==> src/design/frfe_pkg.sv <==
// Shared types and constants for the frame rotate/flip engine.
// Used by frfe_ctrl, frfe_datapath and frame_rotate_flip_engine; depends on nothing.
package frfe_pkg;

    localparam int PIXEL_W        = 24;
    localparam int DIM_W          = 9;
    localparam int MODE_W         = 3;
    localparam int MAX_WIDTH_DEF  = 256;
    localparam int MAX_HEIGHT_DEF = 256;

    localparam logic [MODE_W-1:0] MODE_ROT_CW   = 3'd0;
    localparam logic [MODE_W-1:0] MODE_ROT_CCW  = 3'd1;
    localparam logic [MODE_W-1:0] MODE_ROT_180  = 3'd2;
    localparam logic [MODE_W-1:0] MODE_FLIP_V   = 3'd3;
    localparam logic [MODE_W-1:0] MODE_MIRROR_H = 3'd4;

    localparam logic OP_WRITE = 1'b0;
    localparam logic OP_READ  = 1'b1;

    typedef struct packed {
        logic accept;
        logic exec_write;
        logic exec_read;
        logic calc;
        logic mem_read;
        logic load_out;
    } frfe_cmd_t;

    typedef struct packed {
        logic is_read;
    } frfe_status_t;

endpackage

==> src/design/frfe_ctrl.sv <==
// Controller state machine of the frame rotate/flip engine.
// Depends on frfe_pkg; drives the command struct of frfe_datapath.
module frfe_ctrl (
    input  logic                  clk,
    input  logic                  rst_n,
    input  logic                  s_tvalid,
    output logic                  s_tready,
    output logic                  m_tvalid,
    input  logic                  m_tready,
    input  frfe_pkg::frfe_status_t status,
    output frfe_pkg::frfe_cmd_t    cmd
);
    import frfe_pkg::*;

    typedef enum logic [2:0] {
        S_IDLE,
        S_EXEC,
        S_CALC,
        S_READ,
        S_DONE
    } state_t;

    state_t state_reg;
    state_t state_next;
    logic   m_tvalid_reg;
    logic   m_tvalid_next;
    logic   load_out;

    assign s_tready = (state_reg == S_IDLE);
    assign m_tvalid = m_tvalid_reg;
    assign load_out = (state_reg == S_DONE) && (!m_tvalid_reg || m_tready);

    always_comb
    begin
        cmd            = '0;
        cmd.accept     = (state_reg == S_IDLE) && s_tvalid;
        cmd.exec_write = (state_reg == S_EXEC) && (status.is_read == OP_WRITE);
        cmd.exec_read  = (state_reg == S_EXEC) && (status.is_read == OP_READ);
        cmd.calc       = (state_reg == S_CALC);
        cmd.mem_read   = (state_reg == S_READ);
        cmd.load_out   = load_out;
    end

    always_comb
    begin
        state_next = state_reg;
        case (state_reg)
            S_IDLE:
            begin
                if (s_tvalid)
                begin
                    state_next = S_EXEC;
                end
            end
            S_EXEC:
            begin
                state_next = (status.is_read == OP_READ) ? S_CALC : S_IDLE;
            end
            S_CALC:
            begin
                state_next = S_READ;
            end
            S_READ:
            begin
                state_next = S_DONE;
            end
            S_DONE:
            begin
                if (load_out)
                begin
                    state_next = S_IDLE;
                end
            end
            default:
            begin
                state_next = S_IDLE;
            end
        endcase

        if (load_out)
        begin
            m_tvalid_next = 1'b1;
        end
        else if (m_tready)
        begin
            m_tvalid_next = 1'b0;
        end
        else
        begin
            m_tvalid_next = m_tvalid_reg;
        end
    end

    always_ff @(posedge clk or negedge rst_n)
    begin
        if (!rst_n)
        begin
            state_reg    <= S_IDLE;
            m_tvalid_reg <= 1'b0;
        end
        else
        begin
            state_reg    <= state_next;
            m_tvalid_reg <= m_tvalid_next;
        end
    end

endmodule

==> config.mk <==
export PLATFORM = sky130hd
export DESIGN_NAME = frfe_ctrl
export DESIGN_NICKNAME = d
export VERILOG_FILES = /design/src/design/frfe_pkg.sv /design/src/design/frfe_ctrl.sv
export SDC_FILE = /design/constraint.sdc
export NUM_CORES = 1
export LEC_CHECK = 0
export BUFFER_PORTS_ARGS = -buffer_cell sky130_fd_sc_hd__buf_4
export CORE_AREA = 2 2 39 41
export CTS_BUF_LIST = sky130_fd_sc_hd__clkbuf_8
export CTS_CLUSTER_DIAMETER = 120
export DETAILED_ROUTE_END_ITERATION = 7
export DIE_AREA = 0 0 41 43
export MAX_ROUTING_LAYER = met4
export REMOVE_ABC_BUFFERS = 1
export SYNTH_ARGS = -nofsm -noshare
export SYNTH_HDL_FRONTEND = slang
export SYNTH_SLANG_ARGS = --single-unit
==> constraint.sdc <==
create_clock -name clk -period 1.6 [get_ports clk]
set_input_delay 0.08 -clock clk [delete_from_list [all_inputs] [get_ports clk]]
set_output_delay 0.08 -clock clk [all_outputs]
set_load 0.05 [all_outputs]
Word level (Yosys, flattened, before mapping)
Index checks and enable logic that the tools add are counted.
{"block": "totals", "ff_bits": 4, "input_bits": 5, "out_inout_bits": 8, "elab_cells": 24}
{"block": "op_classes", "eq_ne": 6, "muxes": 6, "n_bitwise": 1, "reduce_logical": 9}
{"operator": "3-bit case mux with 5 select lines", "n": 1}
{"operator": "3-bit by 2-bit equality test with 1-bit output (second input constant)", "n": 2}
{"operator": "3-bit 2-to-1 mux", "n": 2}
{"operator": "1-bit logical AND", "n": 4}
{"operator": "2-bit != test (second input constant)", "n": 2}
{"operator": "3-bit by 1-bit equality test with 1-bit output (second input constant)", "n": 1}
{"operator": "3-bit equality test (second input constant)", "n": 1}
{"operator": "3-bit zero test", "n": 1}
{"operator": "1-bit 2-to-1 mux", "n": 2}
{"operator": "2-bit 2-to-1 mux", "n": 1}
{"operator": "2-bit AND reduction", "n": 1}
{"operator": "2-bit nonzero test", "n": 1}
{"operator": "1-bit zero test", "n": 1}
{"operator": "1-bit logical OR", "n": 1}
{"operator": "1-bit inverter", "n": 1}

Logic depth before layout (Yosys ltp)
Gate-level depths: netlist (run 1).
{"block": "depth", "word_depth": 5, "mapped_depth": 3, "depth_no_buf": 2}

Worst setup path before layout (run 1)
OpenSTA, ideal clock, no wires.
{"block": "synth_path", "path_type": "reg-to-output", "start": "reg state_reg[1]", "end": "out cmd[5] (netlist name)", "arrival_ns": 2.130, "required_ns": 1.520, "slack_ns": -0.610, "path_stages_with_launch": 3, "n_path_buf": 0, "path_cell_list": "dfrtp_1 nor3_1 and2_1"}
{"element": "start, declared", "line_no": "frfe_ctrl.sv:23", "text": "state_t state_reg;"}
{"element": "start signal, assigned", "line_no": "frfe_ctrl.sv:103", "text": "state_reg <= state_next;"}
{"element": "end, declared", "line_no": "frfe_ctrl.sv:11", "text": "output frfe_pkg::frfe_cmd_t cmd"}

==> run_results.csv, run 1 <==
group,metric,value,unit
sta,fmax,0.669,GHz
floorplan,fp.dieH,43,um
cells_and_area,layout_commonest_cell,"buf_4",
sta,worstMarginPinSlew,238,ps
logic_synthesis,yosys_warnings,0,
cts,cts_resized,0,
job,drv_cap,0,
global_route,grt_util_met2,6.56,%
cells_and_area,multiInputGateArea,115,um^2
sta,max_slew_margin,83.9,%
routing,wirelength,481,um
cells_and_area,drive_above_1_share,50.0,%
cts,cts.sinks,4,
global_route,first_global_vias,165,
cells_and_area,area_delta_synth_final,69.1,%
cells_and_area,final_nets,43,
cells_and_area,seq_area,100,um^2
routing,via_per_inst,3.94,
floorplan,die_area,1760,um^2
routing,drc_errors,0,
power,switchingPower,435,uW
power,pwr-share-seq,22.5,%
cts,htreeDepth,1,
power,power.share.clock,23.0,%
power,p_leak,0.187,nW
logic_synthesis,yosysSeqAreaShare,44.9,%
placed_design,dpl_worst_slack,322,ps
sta,fin_crit_sh,93.4,%
routing,route.vias.total,205,
global_route,grt_usage,6.51,%
setup_path,crit_path_end_kind,"output port",
cts,cts-root-buf,"clkbuf_8",
sta,setup_viol_count_final,0,
cells_and_area,antennaDiodeCount,0,
global_route,grt_first_pass_wirelength,690,um
global_route,grt_overflow,0,
setup_path,cp.arrival,1410,ps
setup_path,critical_path.max_fanout,8,
setup_path,worstSetupPathType,"flop to output port",
cts,postCtsHoldBufs,1,
cells_and_area,layout_common_cells,"buf_4 (12), dfrtp_1 (4), clkbuf_8 (3)",
sta,hold_viol_final,0,
cts,post_cts_buffers,0,
logic_synthesis,synth_area,223,um^2
global_route,grt_util_met1,8.79,%
logic_synthesis,yosysUniqueCellTypes,16,
logic_synthesis,ys_seq_elements,4,
cells_and_area,fin_area,377,um^2
global_route,grt.busiest_layer,"met1",
floorplan,core,1380,um^2
power,internal_power,468,uW
placed_design,place_congestion,0.615,
logic_synthesis,syn-instance-count,21,
power,power_density,2400,nW/um^2
sta,clock_skew,3.04,ps
power,p_comb_share,54.6,%
floorplan,fp.dieW,41,um
routing,first_pass_iters,2,
sta,maxSlewViolCount,0,
logic_synthesis,avgSynthCellArea,10.6,um^2
cts,cts_buffers,3,
placed_design,place_hpwl,365,um
floorplan,initial_utilization,16.1,%
sta,final.min_clock_period,1490,ps
floorplan,row_count,14,
cts,clock_path_buffers,2,
routing,ant_nets,0,
global_route,grt_max_degree,10,
global_route,antenna_found_initial,0,
routing,post_drt_wl_per_cell,9.25,um
cts,clk_pin_slew,30,ps
placed_design,place_area,325,um^2
status,status,"complete, no violations",
power,ir_drop,0.000786,V
cts,worstSkewPairLatency,210,ps
cells_and_area,largest_reg_flops,3,
power,p_sw_share,48.2,%
sta,fin_ws,105,ps
cells_and_area,fillCellCount,158,
sta,whs,150,ps
setup_path,cp.required,1520,ps
floorplan,io_pins,13,
hold_path,min_path_type,"primary input to flop",
setup_path,worst_setup_path_start_kind,"flop",
routing,drtIter0Drc,2,
global_route,grt_util_met3,4.71,%
sta,rsz0062_at_grt,"no",
placed_design,port_buffers,12,
cts,tritoncts,"done",
[cell usage after synthesis]
| library cell | number | share of area (%) |
|---|---|---|
| and2_1 | 1 | 2.8 |
| nor3_1 | 2 | 4.5 |
| or3b_4 | 1 | 5.1 |
| nor4bb_1 | 1 | 4.5 |
| nor3b_1 | 1 | 3.4 |
| nand2b_1 | 2 | 5.6 |
| nand2_1 | 1 | 1.7 |
| nor2b_2 | 1 | 3.9 |
| nor2_1 | 1 | 1.7 |
| and3b_1 | 1 | 3.9 |
| dfrtp_1 | 4 | 45 |
| nor4b_1 | 1 | 3.9 |
| o21bai_2 | 1 | 5.1 |
| nand3b_1 | 1 | 3.4 |
| buf_4 | 1 | 3.4 |
| a21oi_1 | 1 | 2.2 |
[power by group through the flow]
stage	clock (mW)	sequential, mW	combinational (mW)
3_5_place_dp	0	0.204	0.496
2_1_floorplan	0	0.218	0.333
3_3_place_gp	0	0.203	0.493
5_1_grt	0.228	0.213	0.521
4_1_cts	0.213	0.203	0.499
6_report	0.207	0.203	0.493
[stage by stage]
| stage | cells | utilization (%) | TNS (ps) | power [mW] |
|---|---|---|---|---|
| final | 52 | 27.2 | 0 | 0.903 |
| after floorplan | 20 | - | -1790 | 0.551 |
| after detailed placement | 48 | 23.5 | 0 | 0.700 |
| after global routing | 52 | 27.2 | 0 | 0.962 |
| after CTS | 52 | 27.2 | 0 | 0.915 |
| after global placement | 48 | 23.5 | 0 | 0.696 |
[worst max-delay path, stage by stage (launching register included)]
cell     delay, ps
dfrtp_1        460
or3b_4         430
nor2b_2        110
buf_4          190
[path summary, 6_finish.rpt]
| kind | startpoint | endpoint | slack [ps] | depth (start not counted) |
|---|---|---|---|---|
| max | state_reg[2] | cmd[0] | 110 | 3 |
| min | s_tvalid | state_reg[0] | 150 | 3 |
| max reg2reg | state_reg[2] | state_reg[2] | 520 | 2 |
| min reg2reg | m_tvalid | m_tvalid | 520 | 2 |
| max in group asynchronous | rst_n | state_reg[1] | 1300 | 2 |
| min in group asynchronous | rst_n | state_reg[2] | 200 | 2 |
[kinds of logic after synthesis]
kind of cell    after synthesis  share of synthesized area [%]
simple gates                 14                           44.4
flops                         4                           44.9
compound gates                2                           7.30
buf+inv                       1                           3.37
[metal layers]
layer / routed length (um) / up-vias
met2: 215 / 11
met4: 0 / 0
li1: - / 108
met5: 0 / -
met1: 214 / 86
met3: 51 / 0
[cell type report]
| type | count | area share (%) |
|---|---|---|
| Sequential cell | 4 | 26.6 |
| Clock buffer | 3 | 11.0 |
| Timing Repair Buffer | 13 | 26.6 |
| Multi-Input combinational cell | 16 | 30.6 |
| Tap cell | 16 | 5.32 |
No activity file was read; power rests on OpenSTA's default activity.
==> run 2: changes to the inputs <==
--- a/config.mk
+++ b/config.mk
@@ -5,6 +5,7 @@
 export SDC_FILE = /design/constraint.sdc
 export NUM_CORES = 1
 export LEC_CHECK = 0
+export ABC_AREA = 1
 export BUFFER_PORTS_ARGS = -buffer_cell sky130_fd_sc_hd__buf_4
 export CORE_AREA = 2 2 39 41
 export CTS_BUF_LIST = sky130_fd_sc_hd__clkbuf_8
==> constraint.sdc (replaced) <==
create_clock -name clk -period 1.6 [get_ports clk]
set_input_delay 0.16 -clock clk [delete_from_list [all_inputs] [get_ports clk]]
set_output_delay 0.16 -clock clk [all_outputs]
set_load 0.05 [all_outputs]
==> run 2 against run 1 <==
Synthesized cell count up 52%; via count increased by 12%; combinational power is 8.9% higher; global-route usage up 0.61 points; maximum frequency increased by 16%; utilization increased by 0.54 points; clock power is essentially flat; synthesized area increased by 3.4%; final cell count increased by 21%; register-to-register slack improved by 290 ps; sequential power is 12% lower; largest power group unchanged.
==> run_results.csv, run 2 <==
group,metric,value,unit
status,status,"complete, no violations",
logic_synthesis,avgSynthCellArea,7.19,um^2
global_route,grt_usage,7.12,%
sta,whs,161,ps
sta,clock_skew,0.721,ps
sta,hold_viol_final,0,
setup_path,worst_setup_path_start_kind,"flop",
floorplan,fp.dieH,43,um
power,power_density,2410,nW/um^2
routing,post_drt_wl_per_cell,7.27,um
logic_synthesis,synth.top_cells.by_count,"inv_1 (10), nor2_1 (6), dfrtp_1 (4), nand2_1 (4), nand3_1 (2)",
setup_path,rr_worst_depth,3,
setup_path,critical_path.max_fanout,5,
placed_design,place_area,333,um^2
logic_synthesis,syn-instance-count,32,
cells_and_area,antennaDiodeCount,0,
cells_and_area,largest_reg_flops,3,
job,drv_cap,0,
sta,fin_crit_sh,80.8,%
cells_and_area,post-route-util,27.8,%
logic_synthesis,synth_top_area_cell,"dfrtp_1",
sta,fin_tns_setup,0,ps
logic_synthesis,yosys-top-cells-area,"dfrtp_1 (43%), inv_1 (16%), nor2_1 (9.8%)",
placed_design,placed_cells,59,
global_route,first_global_vias,225,
routing,wirelength,458,um
setup_path,cp.arrival,1130,ps
cts,clock_path_buffers,2,
logic_synthesis,synth_most_common_cell,"inv_1",
cts,cts_buffers,3,
hold_path,hold_depth,2,
cells_and_area,fillCellCount,156,
cts,cts-root-buf,"clkbuf_8",
cells_and_area,drive_above_1_share,38.3,%
logic_synthesis,ys_async_sr_fraction,100,%
hold_path,min_path_type,"primary input to flop",
power,ir_drop,0.000778,V
logic_synthesis,synth_edf_count,0,
placed_design,place_congestion,0.653,
floorplan,initial_utilization,16.6,%
cts,clk_pin_slew,30,ps
cts,tritoncts,"done",
sta,rsz0062_at_grt,"no",
floorplan,fp.dieW,41,um
floorplan,io_pins,13,
sta,worstMarginPinSlew,155,ps
global_route,antenna_found_initial,0,
sta,setup_viol_count_final,0,
global_route,grt_first_pass_wirelength,759,um
setup_path,cp.required,1440,ps
sta,maxSlewViolCount,0,
cells_and_area,layout_commonest_cell,"buf_4",
placed_design,port_buffers,12,
logic_synthesis,yosysUniqueCellTypes,11,
routing,via_per_inst,3.63,
floorplan,row_count,14,
placed_design,place_hpwl,396,um
routing,first_pass_iters,2,
cts,htreeDepth,1,
sta,fmax,0.773,GHz
placed_design,dpl_worst_slack,526,ps
logic_synthesis,synth_top_cell_area_share,43.5,%
cells_and_area,area_delta_synth_final,66.8,%
floorplan,core,1380,um^2
cts,worstSkewPairLatency,220,ps
logic_synthesis,yosysSeqAreaShare,43.5,%
logic_synthesis,synth_area,230,um^2
routing,drc_errors,0,
sta,max_slew_margin,89.6,%
sta,final.min_clock_period,1290,ps
logic_synthesis,synth_top_flop_cell,"dfrtp_1",
sta,fin_ws,307,ps
global_route,grt_max_degree,6,
routing,drtIter0Drc,2,
power,p_total,925,uW
cts,cts.sinks,4,
logic_synthesis,ys_seq_elements,4,
global_route,grt_overflow,0,
cells_and_area,final_nets,54,
setup_path,crit_path_end_kind,"output port",
setup_path,worstSetupPathType,"flop to output port",
power,p_leak,0.230,nW
routing,ant_nets,0,
cells_and_area,layout_common_cells,"buf_4 (12), inv_1 (10), nor2_1 (6)",
floorplan,die_area,1760,um^2
cts,cts_resized,0,
routing,route.vias.total,229,
logic_synthesis,yosys_warnings,0,
cells_and_area,fin_area,384,um^2
cells_and_area,fin_cells,63,
[run 2: cell count changes in the layout (fill, tap and decap cells not counted), sizes merged, moves of 2 or more]
cell    change
nand3       +3
inv        +10
nand2b      -2
nand2       +3
o21ai       +2
nor2        +6
nor3        -2
[run 2: cell families (layout without fill, tap and decap cells)]
family / Yosys count / after routing / share of synthesized area, %
AOI/OAI and AO/OA: 3 / 3 / 9.24
buffers and inverters: 11 / 26 / 19.6
DFF: 4 / 4 / 43.5
and+or+nand+nor: 14 / 14 / 27.7
[run 2: worst max-delay path, stage by stage (launching register included)]
cell	delay (ps)
dfrtp_1	400
inv_1	100
nand3_2	100
nor2_1	110
buf_4	200
[run 2: what timing repair did]
| item | in CTS | in global routing |
|---|---|---|
| setup buffers | 0 | 0 |
| endpoints found under the hold margin | 4 | 0 |
| hold buffers | 1 | 0 |
| setup endpoints to repair | 0 | 0 |
[run 2: final timing paths]
kind | start | end | slack (ps)
max in group asynchronous | rst_n | state_reg[0] | 1220
hold reg to reg | m_tvalid | m_tvalid | 550
setup reg to reg | state_reg[0] | m_tvalid | 810
hold / removal | m_tready | m_tvalid | 160
min in group asynchronous | rst_n | m_tvalid | 280
setup / recovery | state_reg[1] | cmd[3] | 310
[run 2: cell type report]
class / count / area (um^2) / share of cell area, %
flip-flops and latches: 4 / 100 / 26.1
repair buffers: 13 / 100 / 26.1
multi-input cells: 17 / 85.1 / 22.1
clock buffers: 3 / 41.3 / 10.7
inverters: 10 / 37.5 / 9.77
well taps: 16 / 20.0 / 5.21
[run 2: power breakdown]
part / total (mW) / internal, mW / switching, mW
logic: 0.537 / 0.154 / 0.383
clock network: 0.209 / 0.160 / 0.0491
registers: 0.179 / 0.140 / 0.0387
[run 2: metal layers]
metal / wire length, um / GRT usage, %
met1: 146 / 5.52
met2: 265 / 10.6
met3: 25 / 3.14
met4: 20 / 8.00
met5: 0 / -
==> run 3: changes to the inputs <==
==> constraint.sdc (replaced) <==
create_clock -name clk -period 1.2 [get_ports clk]
set_input_delay 0.12 -clock clk [delete_from_list [all_inputs] [get_ports clk]]
set_output_delay 0.12 -clock clk [all_outputs]
set_load 0.05 [all_outputs]
==> run 3 against run 2 <==
The run now ends with setup timing left; final cell count is 6.3% higher; sequential power is 53% higher; non-clock buffer count is 4 higher; worst setup slack worse by 360 ps; cell area is 26% higher; clock power is 34% higher; sequential share of layout area is 4.9 points lower; wire length is 29% higher; combinational power is 77% higher; worst hold slack worse by 18 ps; global-route usage is 2.5 points higher; critical endpoint is now cmd[5]; largest cell class is now buffers.
==> run_results.csv, run 3 (same netlist as run 2, synthesis figures left out) <==
group,metric,value,unit
status,status,"finished with violations",
status,violations,"setup timing",
cts,tritoncts,"done",
setup_path,cp.arrival,1130,ps
routing,route.vias.total,256,
setup_path,crit_chain,"nor2_2 > nand2_1 > nor2_2 > buf_6",
placed_design,placed_cells,59,
power,p_leak,0.255,nW
global_route,grt_first_pass_wirelength,1060,um
global_route,grt_usage,9.59,%
sta,clock_skew,0.819,ps
global_route,grt_max_degree,6,
setup_path,worstSetupPathType,"flop to output port",
floorplan,fp.dieH,43,um
placed_design,place_area,333,um^2
cts,clock_path_buffers,2,
placed_design,port_buffers,12,
cells_and_area,layout_common_cells,"buf_4 (9), inv_1 (7), buf_6 (6)",
routing,drc_errors,0,
power,switchingPower,741,uW
floorplan,core,1380,um^2
cts,cts.sinks,4,
cells_and_area,layout_commonest_cell,"buf_4",
power,pwr-share-seq,18.1,%
placed_design,place_congestion,0.640,
sta,fin_tns_setup,-150,ps
sta,fin_ws,-50.4,ps
sta,maxSlewViolCount,0,
cells_and_area,fin_cells,67,
floorplan,row_count,14,
cells_and_area,largest_reg_flops,3,
setup_path,cp_common_cell,"nor2_2",
job,drv_cap,0,
sta,whs,143,ps
setup_path,critPathBufInv,1,
sta,fmax,0.800,GHz
cts,cts_buffers,3,
floorplan,initial_utilization,16.6,%
cts,worstSkewPairLatency,210,ps
cells_and_area,antennaDiodeCount,0,
cells_and_area,fin_area,484,um^2
cells_and_area,post-route-util,35.0,%
routing,first_pass_iters,4,
cells_and_area,final_nets,58,
routing,ant_nets,0,
power,power_density,3110,nW/um^2
floorplan,fp.dieW,41,um
routing,wirelength,593,um
power,p_total,1.51,mW
sta,max_slew_margin,87.1,%
global_route,first_global_vias,285,
hold_path,min_path_type,"primary input to flop",
sta,worstMarginPinSlew,192,ps
setup_path,critPathMaxStageDelay,450,ps
power,ir_drop,0.000941,V
power,internal_power,766,uW
sta,final.min_clock_period,1250,ps
sta,rsz0062_at_grt,"yes",
sta,setup_viol_count_final,6,
sta,hold_viol_final,0,
cts,clk_pin_slew,30,ps
cts,cts-root-buf,"clkbuf_8",
cts,htreeDepth,1,
routing,via_per_inst,3.82,
power,power.share.clock,18.6,%
cells_and_area,fillCellCount,147,
power,p_comb_share,63.2,%
setup_path,crit_path_end_kind,"output port",
setup_path,cp.required,1080,ps
power,p_sw_share,49.2,%
global_route,antenna_found_initial,0,
routing,post_drt_wl_per_cell,8.85,um
setup_path,cpLargestDelayFamily,"flip-flops",
setup_path,critPathSlowestCell,"dfrtp_2",
cells_and_area,drive_above_1_share,64.7,%
setup_path,critical_path.max_fanout,5,
routing,drtIter0Drc,2,
cells_and_area,area_delta_synth_final,110,%
floorplan,io_pins,13,
placed_design,place_hpwl,418,um
placed_design,dpl_worst_slack,155,ps
global_route,grt_overflow,0,
setup_path,worst_setup_path_start_kind,"flop",
floorplan,die_area,1760,um^2
sta,fin_crit_sh,104,%
## run 3: cell count changes in the layout (fill, tap and decap cells not counted), sizes merged
| cell | delta |
|---|---|
| buf | +4 |
## run 3: final cells by class
cell class / count / area, um^2 / area share (%)
clock buffer: 3 / 41.3 / 8.53
inverter: 10 / 37.5 / 7.75
timing repair buffer: 17 / 160 / 33.1
tap: 16 / 20.0 / 4.13
multi-input combinational: 17 / 123 / 25.3
sequential: 4 / 103 / 21.2
## run 3: worst paths after layout
check                             startpoint           end  slack (ps)  cells after the start
worst max-delay path            state_reg[0]        cmd[5]         -50                      4
worst min-delay path                m_tready      m_tvalid         140                      2
worst max register to register  state_reg[1]  state_reg[1]         260                      4
worst min register to register      m_tvalid      m_tvalid         590                      2
max in group asynchronous              rst_n  state_reg[1]         840                      2
min in group asynchronous              rst_n  state_reg[0]         250                      2
## run 3: power groups by stage
stage	clock [mW]	sequential [mW]	combinational, mW
floorplan	0	0.274	0.488
global placement	0	0.237	0.714
detailed placement	0	0.241	0.726
CTS	0.287	0.256	0.892
global route	0.302	0.282	1.01
finish	0.281	0.273	0.953
## run 3: worst register-to-register path, cell delays in order, from the launching register on
cell     delay (ps)
dfrtp_2         430
inv_2            90
nand3_4         100
buf_4           150
o21ai_2          90
## run 3: timing repair
item | in CTS | in global routing
pin swaps | 3 | 4
hold endpoints to repair | 4 | 0
endpoints found under the setup margin | 7 | 7
hold buffers | 1 | 0
gates resized for setup | 15 | 8
setup buffers | 3 | 1
## run 3: routing by layer
layer | share of wire (%) | global-route usage [%] | vias to the layer above
li1 | - | - | 131
met1 | 31 | 6.80 | 123
met2 | 67 | 16.9 | 2
met3 | 2.2 | 3.14 | 0
met4 | 0 | 8.00 | 0
met5 | 0 | - | -
